### src/rtl/amp_pkg.sv
// Shared types and constants for the AIFF marker position finder.
`timescale 1ns / 1ps

package amp_pkg;

  // Chunk ID 'MARK', big-endian.
  localparam logic [31:0] MARK_ID = 32'h4D41524B;

  // Header is ID, size and marker count; each entry has a fixed ID and position part.
  localparam logic [3:0] HDR_LAST_IDX   = 4'd9;
  localparam logic [2:0] ENTRY_LAST_IDX = 3'd5;

  // Status codes of a result.
  localparam logic [2:0] ST_FOUND    = 3'd0;
  localparam logic [2:0] ST_BAD_ID   = 3'd1;
  localparam logic [2:0] ST_BAD_SIZE = 3'd2;
  localparam logic [2:0] ST_NO_MATCH = 3'd3;
  localparam logic [2:0] ST_EARLY    = 3'd4;

  // One result item.
  typedef struct packed {
    logic [31:0] marker_position;
    logic        found;
    logic [2:0]  status;
  } result_t;

endpackage

### src/rtl/amp_in_if.sv
// Byte input channel of the AIFF marker position finder.
`timescale 1ns / 1ps

interface amp_in_if;
  logic       valid;
  logic       ready;
  logic [7:0] data_byte;
  logic       first_byte;
  logic       last_byte;

  modport source (output valid, data_byte, first_byte, last_byte, input ready);
  modport sink (input valid, data_byte, first_byte, last_byte, output ready);
endinterface

### src/rtl/amp_out_if.sv
// Result output channel of the AIFF marker position finder.
`timescale 1ns / 1ps

interface amp_out_if;
  logic        valid;
  logic        ready;
  logic [31:0] marker_position;
  logic        found;
  logic [2:0]  status;

  modport source (output valid, marker_position, found, status, input ready);
  modport sink (input valid, marker_position, found, status, output ready);
endinterface

### src/rtl/aiff_marker_position_finder.sv
// Top level of the AIFF marker position finder: register port, parser and output buffer.
//
//   Channel     Dir   Handshake            Payload
//   data_ch     in    valid/ready          data_byte[7:0], first_byte, last_byte
//   result_ch   out   valid/ready          marker_position[31:0], found, status[2:0]
//   APB         in    psel/penable/pready  target_marker_id at byte address 0
//
// One byte per cycle while the buffer has room; each transfer updates parser registers.
// A result is registered in the output or skid register before it shows on result_ch.
// The two-entry output buffer keeps data_ch ready until two results wait unread.
// Reset is synchronous; the parser starts at chunk byte 0 and the target ID is 0.
`timescale 1ns / 1ps

module aiff_marker_position_finder (
  input  logic        clk,
  input  logic        rst,
  amp_in_if.sink      data_ch,
  amp_out_if.source   result_ch,
  input  logic        psel,
  input  logic        penable,
  input  logic        pwrite,
  input  logic [2:0]  paddr,
  input  logic [31:0] pwdata,
  output logic [31:0] prdata,
  output logic        pready
);

  logic             [15:0] target_marker_id;
  logic             room;
  logic             push;
  amp_pkg::result_t push_res;
  logic             reg_sel;

  // Configuration register port.
  assign pready  = 1'b1;
  assign reg_sel = (paddr == 3'd0);
  assign prdata  = reg_sel ? {16'd0, target_marker_id} : 32'd0;

  always_ff @(posedge clk) begin
    if (rst) begin
      target_marker_id <= '0;
    end else if (psel && penable && pwrite && pready && reg_sel) begin
      target_marker_id <= pwdata[15:0];
    end
  end

  amp_parser u_parser (
    .clk              (clk),
    .rst              (rst),
    .data_ch          (data_ch),
    .room             (room),
    .target_marker_id (target_marker_id),
    .push             (push),
    .push_res         (push_res)
  );

  amp_skid u_skid (
    .clk       (clk),
    .rst       (rst),
    .push      (push),
    .push_res  (push_res),
    .room      (room),
    .result_ch (result_ch)
  );

endmodule

### src/rtl/amp_parser.sv
// Byte-wise MARK chunk parser: header check, entry walk and result generation.
`timescale 1ns / 1ps

module amp_parser (
  input  logic               clk,
  input  logic               rst,
  amp_in_if.sink             data_ch,
  input  logic               room,
  input  logic [15:0]        target_marker_id,
  output logic               push,
  output amp_pkg::result_t   push_res
);

  typedef enum logic [2:0] {
    PH_HEADER,
    PH_ENTRY,
    PH_LENGTH,
    PH_SKIP,
    PH_DONE
  } phase_t;

  phase_t      phase, phase_next;
  logic [3:0]  hdr_cnt, hdr_cnt_next;
  logic [31:0] chunk_id, chunk_id_next;
  logic [31:0] chunk_size, chunk_size_next;
  logic [15:0] marker_count, marker_count_next;
  logic [15:0] entry_index, entry_index_next;
  logic [2:0]  entry_cnt, entry_cnt_next;
  logic [15:0] entry_id, entry_id_next;
  logic [31:0] entry_pos, entry_pos_next;
  logic [7:0]  skip_rem, skip_rem_next;

  logic        accept;
  logic        emit;
  logic [2:0]  emit_status;
  logic [7:0]  b;

  assign data_ch.ready = room;
  assign accept        = data_ch.valid & room;
  assign b             = data_ch.data_byte;

  // Next parser state for the byte on the channel; a first byte starts from a clean state.
  always_comb begin
    phase_next        = data_ch.first_byte ? PH_HEADER : phase;
    hdr_cnt_next      = data_ch.first_byte ? '0 : hdr_cnt;
    chunk_id_next     = data_ch.first_byte ? '0 : chunk_id;
    chunk_size_next   = data_ch.first_byte ? '0 : chunk_size;
    marker_count_next = data_ch.first_byte ? '0 : marker_count;
    entry_index_next  = data_ch.first_byte ? '0 : entry_index;
    entry_cnt_next    = data_ch.first_byte ? '0 : entry_cnt;
    entry_id_next     = data_ch.first_byte ? '0 : entry_id;
    entry_pos_next    = data_ch.first_byte ? '0 : entry_pos;
    skip_rem_next     = data_ch.first_byte ? '0 : skip_rem;
    emit              = 1'b0;
    emit_status       = amp_pkg::ST_EARLY;

    case (phase_next)
      PH_HEADER: begin
        if (hdr_cnt_next < 4'd4) begin
          chunk_id_next = {chunk_id_next[23:0], b};
        end else if (hdr_cnt_next < 4'd8) begin
          chunk_size_next = {chunk_size_next[23:0], b};
        end else begin
          marker_count_next = {marker_count_next[7:0], b};
        end
        if (hdr_cnt_next == 4'd3 && chunk_id_next != amp_pkg::MARK_ID) begin
          emit        = 1'b1;
          emit_status = amp_pkg::ST_BAD_ID;
        end else if (hdr_cnt_next == 4'd7 &&
                     (chunk_size_next == '0 || chunk_size_next[31])) begin
          emit        = 1'b1;
          emit_status = amp_pkg::ST_BAD_SIZE;
        end else if (hdr_cnt_next == amp_pkg::HDR_LAST_IDX) begin
          if (marker_count_next == '0) begin
            emit        = 1'b1;
            emit_status = amp_pkg::ST_NO_MATCH;
          end else begin
            phase_next     = PH_ENTRY;
            entry_cnt_next = '0;
          end
        end
        hdr_cnt_next = hdr_cnt_next + 4'd1;
      end
      PH_ENTRY: begin
        if (entry_cnt_next < 3'd2) begin
          entry_id_next = {entry_id_next[7:0], b};
        end else begin
          entry_pos_next = {entry_pos_next[23:0], b};
        end
        if (entry_cnt_next == amp_pkg::ENTRY_LAST_IDX) begin
          if (entry_id_next == target_marker_id) begin
            emit        = 1'b1;
            emit_status = amp_pkg::ST_FOUND;
          end else begin
            phase_next = PH_LENGTH;
          end
        end
        entry_cnt_next = entry_cnt_next + 3'd1;
      end
      PH_LENGTH: begin
        entry_index_next = entry_index_next + 16'd1;
        if (entry_index_next == marker_count_next) begin
          emit        = 1'b1;
          emit_status = amp_pkg::ST_NO_MATCH;
        end else begin
          // Text plus pad byte: the next entry starts at an even offset.
          skip_rem_next = b | 8'd1;
          phase_next    = PH_SKIP;
        end
      end
      PH_SKIP: begin
        if (skip_rem_next != '0) begin
          skip_rem_next = skip_rem_next - 8'd1;
        end
        if (skip_rem_next == '0) begin
          phase_next     = PH_ENTRY;
          entry_cnt_next = '0;
        end
      end
      default: begin
        phase_next = PH_DONE;
      end
    endcase

    // A last byte that completes nothing ends the chunk early.
    if (!emit && data_ch.last_byte && phase_next != PH_DONE) begin
      emit        = 1'b1;
      emit_status = amp_pkg::ST_EARLY;
    end
    if (emit) begin
      phase_next = PH_DONE;
    end
  end

  // Result for this byte.
  assign push                     = accept & emit;
  assign push_res.status          = emit_status;
  assign push_res.found           = (emit_status == amp_pkg::ST_FOUND);
  assign push_res.marker_position = (emit_status == amp_pkg::ST_FOUND) ? entry_pos_next : '0;

  // Parser state registers, updated on each transfer.
  always_ff @(posedge clk) begin
    if (rst) begin
      phase        <= PH_HEADER;
      hdr_cnt      <= '0;
      chunk_id     <= '0;
      chunk_size   <= '0;
      marker_count <= '0;
      entry_index  <= '0;
      entry_cnt    <= '0;
      entry_id     <= '0;
      entry_pos    <= '0;
      skip_rem     <= '0;
    end else if (accept) begin
      phase        <= phase_next;
      hdr_cnt      <= hdr_cnt_next;
      chunk_id     <= chunk_id_next;
      chunk_size   <= chunk_size_next;
      marker_count <= marker_count_next;
      entry_index  <= entry_index_next;
      entry_cnt    <= entry_cnt_next;
      entry_id     <= entry_id_next;
      entry_pos    <= entry_pos_next;
      skip_rem     <= skip_rem_next;
    end
  end

  // Once done, only a first byte can produce another result.
  a_done_quiet: assert property (@(posedge clk) disable iff (rst)
    (phase == PH_DONE && !data_ch.first_byte) |-> !push)
    else $error("result pushed after chunk was already finished");

  // A pushed result leaves the parser finished.
  a_push_done: assert property (@(posedge clk) disable iff (rst)
    push |=> phase == PH_DONE)
    else $error("parser not finished after a result");

endmodule

### src/rtl/amp_skid.sv
// Output register with a skid stage for the result channel.
`timescale 1ns / 1ps

module amp_skid (
  input  logic               clk,
  input  logic               rst,
  input  logic               push,
  input  amp_pkg::result_t   push_res,
  output logic               room,
  amp_out_if.source          result_ch
);

  amp_pkg::result_t out_reg;
  amp_pkg::result_t skid_reg;
  logic             out_valid;
  logic             skid_valid;
  logic             pop;

  assign pop  = out_valid & result_ch.ready;
  assign room = ~skid_valid;

  assign result_ch.valid           = out_valid;
  assign result_ch.marker_position = out_reg.marker_position;
  assign result_ch.found           = out_reg.found;
  assign result_ch.status          = out_reg.status;

  // Valid flags: the skid stage fills only when the output register is held.
  always_ff @(posedge clk) begin
    if (rst) begin
      out_valid  <= 1'b0;
      skid_valid <= 1'b0;
    end else if (skid_valid) begin
      if (pop) begin
        skid_valid <= 1'b0;
      end
    end else if (!out_valid || pop) begin
      out_valid <= push;
    end else if (push) begin
      skid_valid <= 1'b1;
    end
  end

  // Payload registers.
  always_ff @(posedge clk) begin
    if (skid_valid) begin
      if (pop) begin
        out_reg <= skid_reg;
      end
    end else if (!out_valid || pop) begin
      if (push) begin
        out_reg <= push_res;
      end
    end else if (push) begin
      skid_reg <= push_res;
    end
  end

  // The skid stage never holds a result while the output register is empty.
  a_skid_behind: assert property (@(posedge clk) disable iff (rst)
    skid_valid |-> out_valid)
    else $error("skid stage full with output register empty");

  // No result arrives while there is no room for it.
  a_no_overrun: assert property (@(posedge clk) disable iff (rst)
    push |-> !skid_valid)
    else $error("result pushed into a full buffer");

endmodule

### src/flat_wrapper.sv
// flat-port wrapper written by rule: the top's interface ports become plain ports
module aiff_marker_position_finder_flat 
  (clk, rst, psel, penable, pwrite, paddr, pwdata, prdata, pready, data_ch_valid, data_ch_data_byte, data_ch_first_byte, data_ch_last_byte, data_ch_ready, result_ch_valid, result_ch_marker_position, result_ch_found, result_ch_status, result_ch_ready);
  amp_in_if data_ch_i ();
  amp_out_if result_ch_i ();
  input  logic clk;
  input  logic rst;
  input  logic psel;
  input  logic penable;
  input  logic pwrite;
  input  logic [2:0] paddr;
  input  logic [31:0] pwdata;
  output logic [31:0] prdata;
  output logic pready;
  input wire logic [$bits(data_ch_i.valid)-1:0] data_ch_valid;
  input wire logic [$bits(data_ch_i.data_byte)-1:0] data_ch_data_byte;
  input wire logic [$bits(data_ch_i.first_byte)-1:0] data_ch_first_byte;
  input wire logic [$bits(data_ch_i.last_byte)-1:0] data_ch_last_byte;
  output wire logic [$bits(data_ch_i.ready)-1:0] data_ch_ready;
  output wire logic [$bits(result_ch_i.valid)-1:0] result_ch_valid;
  output wire logic [$bits(result_ch_i.marker_position)-1:0] result_ch_marker_position;
  output wire logic [$bits(result_ch_i.found)-1:0] result_ch_found;
  output wire logic [$bits(result_ch_i.status)-1:0] result_ch_status;
  input wire logic [$bits(result_ch_i.ready)-1:0] result_ch_ready;
  assign data_ch_i.valid = data_ch_valid;
  assign data_ch_i.data_byte = data_ch_data_byte;
  assign data_ch_i.first_byte = data_ch_first_byte;
  assign data_ch_i.last_byte = data_ch_last_byte;
  assign data_ch_ready = data_ch_i.ready;
  assign result_ch_valid = result_ch_i.valid;
  assign result_ch_marker_position = result_ch_i.marker_position;
  assign result_ch_found = result_ch_i.found;
  assign result_ch_status = result_ch_i.status;
  assign result_ch_i.ready = result_ch_ready;
  aiff_marker_position_finder u_core (.clk(clk), .rst(rst), .data_ch(data_ch_i), .result_ch(result_ch_i), .psel(psel), .penable(penable), .pwrite(pwrite), .paddr(paddr), .pwdata(pwdata), .prdata(prdata), .pready(pready));
endmodule
### config.mk
export PLATFORM = sky130hd
export DESIGN_NAME = aiff_marker_position_finder_flat
export DESIGN_NICKNAME = d
export VERILOG_FILES = /design/src/rtl/amp_pkg.sv /design/src/rtl/amp_in_if.sv /design/src/rtl/amp_out_if.sv /design/src/rtl/aiff_marker_position_finder.sv /design/src/rtl/amp_parser.sv /design/src/rtl/amp_skid.sv /design/src/flat_wrapper.sv
export SDC_FILE = /design/constraint.sdc
export NUM_CORES = 1
export LEC_CHECK = 0
export BUFFER_PORTS_ARGS = -buffer_cell sky130_fd_sc_hd__buf_2
export CORE_MARGIN = 5
export CORE_UTILIZATION = 59
export DETAILED_ROUTE_END_ITERATION = 7
export PLACE_DENSITY = 0.8
export SLEW_MARGIN = 20
export SYNTH_ARGS = -nofsm -noshare
export SYNTH_HDL_FRONTEND = slang
export SYNTH_SLANG_ARGS = --single-unit
### constraint.sdc
create_clock -name clk -period 10.2 [get_ports clk]
set_clock_uncertainty 0.1 [all_clocks]
set_input_delay 0.51 -clock clk [delete_from_list [all_inputs] [get_ports clk]]
set_output_delay 0.51 -clock clk [all_outputs]
set_load 0.02 [all_outputs]
==> results of run 1 <==
[worst max-delay path, stage by stage, from the launching register on]
cell      delay [ns]
dfxtp_1         0.50
o21bai_1        0.48
buf_4           0.29
mux2i_1         0.28
xor2_1          0.18
nand4_1         0.13
nor4_1          0.73
nand2_2         0.07
buf_4           0.36
nand3_1         0.32
a21oi_1         0.18
o31ai_4         0.26
buf_4           0.43
[per-stage QoR]
stage,power (mW),setup WS [ns],area [sq um],util,std cells
final,2.01,5.51,13000,0.666,1636
after global routing,2.07,5.11,13000,0.666,1636
after CTS,2.02,5.57,13000,0.665,1636
after detailed placement,1.13,5.47,12200,0.624,1591
after global placement,1.12,5.60,12200,0.624,1591
after floorplan,1.09,2.84,11800,-,1353
[where the power goes]
group | switching [mW] | internal [mW] | total, mW
registers | 0.00678 | 0.987 | 0.994
clock network | 0.365 | 0.538 | 0.903
logic | 0.0857 | 0.0271 | 0.113
[worst max-delay path by stage]
stage	from	to	slack, ns
after CTS	u_core.u_parser.entry_cnt[2]	u_core.u_skid.result_ch.marker_position[10]	5.57
final	u_core.u_parser.entry_cnt[2]	u_core.u_skid.result_ch.marker_position[18]	5.51
after floorplan	data_ch_first_byte	u_core.u_skid.result_ch.found	2.84
after global placement	data_ch_first_byte	u_core.u_skid.result_ch.marker_position[18]	5.60
after detailed placement	data_ch_first_byte	u_core.u_skid.result_ch.marker_position[13]	5.47
after global routing	u_core.u_parser.entry_cnt[2]	u_core.u_skid.result_ch.marker_position[10]	5.11
[synth_stat cells (16+ instances only)]
cell type,number
a21oi_1,86
clkbuf_1,99
mux2i_1,34
nor3_1,28
dfxtp_1,167
buf_4,18
a22oi_1,113
nand2_1,130
and2_1,18
nand4_1,16
edfxtp_1,72
nor2_1,191
nor4_1,21
o21ai_0,56
xnor2_1,21
nor2b_1,18
o31ai_1,35
[routing by layer]
metal | global-route usage | up-vias | wire [microns]
met1 | 0.367 | 4787 | 12700
li1 | - | 4854 | -
met3 | 0.0407 | 53 | 2610
met5 | 0 | - | 0
met4 | 0.0626 | 0 | 655
met2 | 0.389 | 428 | 13200
[area by class of cell]
cell class / instances / area, sq um
sequential: 239 / 5510
tap: 265 / 332
fill: 1578 / 6550
timing repair buffer: 105 / 568
clock inverter: 9 / 98.8
clock buffer: 36 / 717
multi-input combinational: 972 / 5780
inverter: 10 / 37.5
[cell families after synthesis]
group	Yosys count	share of synthesized area
AO/OA/AOI/OAI	361	0.204
adder cells (fa/ha/maj)	7	0.00743
flip-flops	239	0.467
multiplexers	37	0.0317
buffers and inverters	142	0.0520
other	2	0.000637
XOR/XNOR	36	0.0267
AND/OR/NAND/NOR	514	0.210
==> results.md, run 1 <==
* Syn. warnings at 0
* Syn avg cell area at 8.81 sq um
* First-pass GRT wire length at 47.4 mm
* Die W at 151 microns
* Minimum clock period at 4.69 ns
* Power per Cell Area at 154 nW/um^2
* Detailed Place HPWL at 18.6 mm
* Aggregate global routing overflow at 0
* Port bufs at 89
* Initial antenna violation count at 0
* Ys flop type: dfxtp_1
* Share of post-route cells with drive strength above 1 at 0.133
* Netlist Area Pre-Place at 11800 sq um
* Post-DRT Antenna Nets at 0
* Hold Path Cell Cnt at 3
* Outcome: finished, final reports clean
* RePlAce Congestion at 0.912
* Maximum number of pins on one net before global-route repair at 85
* Hold Crit Start: pwdata[2]
* Max Fclk at 0.213 GHz
* DRC Markers at 0
* Clock latency on the worst-skew pair at 0.52 ns
* Hold_ws at 0.136 ns
* Area Growth Syn to Fin at 10.6%
* Worst Path Arrival at 4.76 ns
* Gr usage total at 0.251
* Final Setup Violations at 0
* Leading area contributor after synthesis: dfxtp_1
* Worst Hold End: u_core.target_marker_id[2]
* Max-Cap Viols at 0
* Critical Path Start Type: register
* Ports at 123
* Post-CTS Setup Inserts at 0
* CTS tree: yes
* Vias at 10100
* Hold-fix buffers at CTS at 0
* Top cells by area, synth: dfxtp_1 28%, edfxtp_1 18%, a22oi_1 7.2%
* Setup crit end kind: register
* Clock-pin slew on the worst setup and hold paths at 0.06 ns
* R2R cell count at 12
* Die area at 22900 sq um
* TritonCTS buffer count at 25
* HP Class: in2reg
* Initial core utilization at 0.602
* Clock Sinks at 239
* FF-to-FF Start: u_core.u_parser.entry_cnt[2]
* Flops & latches, synth at 239
* Rows at 51
* Highest-count cells in the layout ignoring fill and taps: 190 x nor2_1, 166 x dfxtp_1, 129 x nand2_1
* Yosys cell types at 78
* Die H at 151 microns
* Resize count post-CTS at 0
* Max reg flops at 36
* Syn Inst Count at 1338
* First-iteration detailed-routing DRC count at 1086
* Core box area at 19600 sq um
* WL/cell at 17.8 microns
* Vias in the first global route at 9230
* Leak pwr at 4.54 nW
* Sequential-to-total area share from yosys stat at 0.467
* Layout net count at 1412
* Critical Path RT at 10.27 ns
* FF-to-FF End: u_core.u_skid.result_ch.marker_position[18]
* Synth async-reset ratio at 0
* Ant diodes at 0
* Final wirelength at 29.2 mm
* Avg Vias per Cell at 6.19
* Hold violation count in the final report at 0
* CTS Buffer Depth at 3
* Slew margin rel. at 0.272
* CP max FO at 67
* Setup total negative slack at 0 ns
* Number of synthesized flops with an enable pin at 72
* Pre-antenna DRT Iters at 5
* H-tree depth at 1
* Max Transition Viols Final at 0
* Post-synth top area share at 0.284
* Crit share post-route at 0.460
* RSZ-0062 raised after global routing: no
* Worst slew pin tran at 1.08 ns
* Clock Tree Root: clkbuf_16
* Reg2Reg Setup Slack at 5.51 ns
* Setup CP Type: reg2reg
* Maximum vdd ir drop at 0.000133 V
* Most common cell after layout, fill and taps aside: nor2_1
No activity file was read; power rests on OpenSTA's default activity.
==> run 2: changes to the inputs <==
--- a/config.mk
+++ b/config.mk
@@ -5,9 +5,10 @@
 export SDC_FILE = /design/constraint.sdc
 export NUM_CORES = 1
 export LEC_CHECK = 0
+export ABC_AREA = 1
 export BUFFER_PORTS_ARGS = -buffer_cell sky130_fd_sc_hd__buf_2
 export CORE_MARGIN = 5
-export CORE_UTILIZATION = 59
+export CORE_UTILIZATION = 60
 export DETAILED_ROUTE_END_ITERATION = 7
 export PLACE_DENSITY = 0.8
 export SLEW_MARGIN = 20
==> constraint.sdc (replaced) <==
create_clock -name clk -period 4.78 [get_ports clk]
set_clock_uncertainty 0.1 [all_clocks]
set_input_delay 0.239 -clock clk [delete_from_list [all_inputs] [get_ports clk]]
set_output_delay 0.239 -clock clk [all_outputs]
set_load 0.02 [all_outputs]
==> results.md, run 2 <==
* Outcome: finished, final reports clean
* Hold Crit Start: data_ch_data_byte[2]
* Vias at 15200 (+50%)
* Final setup margin at 0.604 ns (-4.91 ns)
* Synth top cells by count: 669 x nand2_1, 263 x inv_1, 208 x nand3_1
* H-tree depth at 1 (unchanged)
* Max Fclk at 0.239 GHz (+12%)
* Avg Vias per Cell at 5.71 (-7.7%)
* Leak pwr at 7.47 nW (+65%)
* R2R cell count at 17 (+5)
* Top cells by area, synth: dfxtp_1 24%, nand2_1 16%, edfxtp_1 14%
* Clock Sinks at 252 (+5.4%)
* Final Setup Violations at 0 (unchanged)
* Syn Inst Count at 2303 (+72%)
* Layout net count at 2369 (+68%)
* Highest-count cells in the layout ignoring fill and taps: 667 x nand2_1, 261 x inv_1, 208 x nand3_1
* Minimum clock period at 4.18 ns (-0.515 ns)
* Synth async-reset ratio at 0 (unchanged)
* Ant diodes at 0 (unchanged)
* Die H at 170 microns (+12%)
* Core box area at 25200 sq um (+29%)
* Hold Path Cell Cnt at 5 (+2)
* CP max FO at 36 (-46%)
* Slowest stage delay, CP at 0.58 ns (-0.15 ns)
* Slew margin rel. at 0.237 (-0.0351)
* Post-DRT Antenna Nets at 0 (unchanged)
* Setup CP Type: reg2reg
* Maximum vdd ir drop at 0.000248 V (+87%)
* Worst Path Arrival at 4.26 ns (-0.50 ns)
* Clock-pin slew on the worst setup and hold paths at 0.06 ns (about the same)
* Vias in the first global route at 14000 (+51%)
* Port bufs at 89 (unchanged)
* Max-Cap Viols at 0 (unchanged)
* Critical Path RT at 4.86 ns (-5.41 ns)
* Pre-CTS WS at 0.609 ns (-4.86 ns)
* Leading area contributor after synthesis: dfxtp_1
* First-pass GRT wire length at 67.8 mm (+43%)
* CP Cell Sequence: inv_2 -> nand3_2 -> buf_4 -> o21ai_1 -> nand2_1 -> nor2_1 -> nand2_1 -> nor2_1 -> nand2_1 -> nand2_1 -> nand2_1 -> nand3_1 -> nand3_2 -> nand2_2 -> nand2_2 -> a21oi_4 -> buf_4
* Power per Cell Area at 305 nW/um^2 (+98%)
* WL/cell at 15.6 microns (-13%)
* Die area at 28800 sq um (+26%)
* Syn avg cell area at 6.65 sq um (-25%)
* Rows at 58 (+14%)
* Yosys cell types at 45 (-42%)
* Crit share post-route at 0.874 (+0.414)
* RSZ-0062 raised after global routing: no
* Max Transition Viols Final at 0 (unchanged)
* Initial core utilization at 0.608 (+0.00613)
* Post-synth top area share at 0.235 (-0.0482)
* Count leader, synth: nand2_1
* Area Growth Syn to Fin at 8.91%
* Die W at 170 microns (+12%)
* Critical Path Start Type: register
* Flops & latches, synth at 252 (+5.4%)
* Post-CTS Setup Inserts at 0 (unchanged)
* Hold violation count in the final report at 0 (unchanged)
* Gr usage total at 0.279 (+0.0284)
* HP Class: in2reg
* Most common cell after layout, fill and taps aside: nand2_1
* Final wirelength at 41.5 mm (+42%)
* Clock Tree Root: clkbuf_16
* Setup crit end kind: register
* Max reg flops at 36 (unchanged)
* Crit-path most repeated cell: nand2_1
* TritonCTS buffer count at 27 (+8.0%)
* Sequential-to-total area share from yosys stat at 0.377 (-0.0903)
* FF-to-FF End: u_core.u_skid.result_ch.marker_position[28]
* Ports at 123 (unchanged)
* Aggregate global routing overflow at 0 (unchanged)
* Top delay family on crit path: simple AND/OR/NAND/NOR gates
* CTS tree: yes
* DRC Markers at 0 (unchanged)
* Detailed Place HPWL at 26.0 mm (+40%)
* CTS Buffer Depth at 3 (unchanged)
* RePlAce Congestion at 0.932 (+2.2%)
* Ys flop type: dfxtp_1
* Initial antenna violation count at 0 (unchanged)
* Share of post-route cells with drive strength above 1 at 0.105 (-0.0276)
* Reg2Reg Setup Slack at 0.60 ns (-4.91 ns)
* Pre-antenna DRT Iters at 6 (+1)
* Hold-fix buffers at CTS at 18 (+18)
* First-iteration detailed-routing DRC count at 1590 (+46%)
* Number of synthesized flops with an enable pin at 72 (unchanged)
* Worst slew pin tran at 1.14 ns (+0.0600 ns)
* Maximum number of pins on one net before global-route repair at 91 (+7.1%)
* Setup total negative slack at 0 ns (unchanged)
* Worst Path Buf+Inv at 3 (unchanged)
* Netlist Area Pre-Place at 15300 sq um (+30%)
* Slowest CP cell: nand3_2
* Resize count post-CTS at 0 (unchanged)
* FF-to-FF Start: u_core.u_parser.hdr_cnt[3]
* Clock latency on the worst-skew pair at 0.54 ns (+0.02 ns)
* Worst Hold End: u_core.u_parser.skip_rem[2]
* Syn. warnings at 0 (unchanged)
==> run 2: cell count changes after synthesis, moves of 46 or more <==
cell      change
inv_1       +254
o21ai_0     +101
nand2_1     +539
a31oi_1      +47
a22oi_1     -113
a21oi_1      +46
nand3_1     +193
a221oi_1     +51
==> run 2: per-stage QoR <==
stage | instance area [sq um] | power [mW] | instances | util | hold WS, ns
after floorplan | 15400 | 2.81 | 2318 | - | 0.331
after global placement | 15600 | 2.92 | 2593 | 0.618 | 0.351
after detailed placement | 15600 | 2.94 | 2593 | 0.618 | 0.355
after CTS | 16700 | 5.12 | 2661 | 0.662 | 0.0353
after global routing | 16700 | 5.29 | 2661 | 0.662 | 0.111
final | 16700 | 5.09 | 2661 | 0.662 | 0.0666
==> run 2: how the worst max path moves through the flow <==
stage                                from                                           to  cells past startpoint
2_1_floorplan          data_ch_first_byte                u_core.u_skid.result_ch.found                     22
3_3_place_gp           data_ch_first_byte   u_core.u_skid.result_ch.marker_position[3]                     14
3_5_place_dp           data_ch_first_byte   u_core.u_skid.result_ch.marker_position[3]                     14
4_1_cts        u_core.u_parser.hdr_cnt[3]  u_core.u_skid.result_ch.marker_position[30]                     17
5_1_grt        u_core.u_parser.hdr_cnt[3]  u_core.u_skid.result_ch.marker_position[26]                     16
6_report       u_core.u_parser.hdr_cnt[3]  u_core.u_skid.result_ch.marker_position[28]                     17
==> run 2: worst register-to-register path, delay by kind of cell, from the launching register on <==
| kind | cells | cell delay (ns) |
|---|---|---|
| flops | 1 | 0.45 |
| simple gates | 12 | 1.75 |
| compound gates | 2 | 0.34 |
| buf+inv | 3 | 1.15 |
==> run 2: final cells by class <==
cell class                 count  area, sq um
clock inverter                 9          128
timing repair buffer         131          806
clock buffer                  41          798
tap                          330          413
multi-input combinational   1628         7740
fill                        2227         8510
inverter                     270         1020
sequential                   252         5770
==> run 2: logic make-up after synthesis <==
kind of cell	Yosys count	synth area share
XOR/XNOR	4	0.00229
other	2	0.000491
AND/OR/NAND/NOR	1152	0.319
flip-flops	252	0.377
adder cells (fa/ha/maj)	7	0.00572
AO/OA/AOI/OAI	448	0.173
buffers and inverters	438	0.123
==> run 2: routing by layer <==
| metal | global-route usage | up-vias | wire (microns) |
|---|---|---|---|
| met2 | 0.471 | 578 | 19400 |
| li1 | - | 7553 | - |
| met1 | 0.377 | 6985 | 18000 |
| met4 | 0.0847 | 0 | 1180 |
| met3 | 0.0340 | 87 | 2950 |
| met5 | 0 | - | 0 |
==> run 2: where the power goes <==
group          internal [mW]  switching (mW)
combinational          0.180           0.407
sequential              2.28          0.0455
clock                   1.31           0.865
total                   3.78            1.32
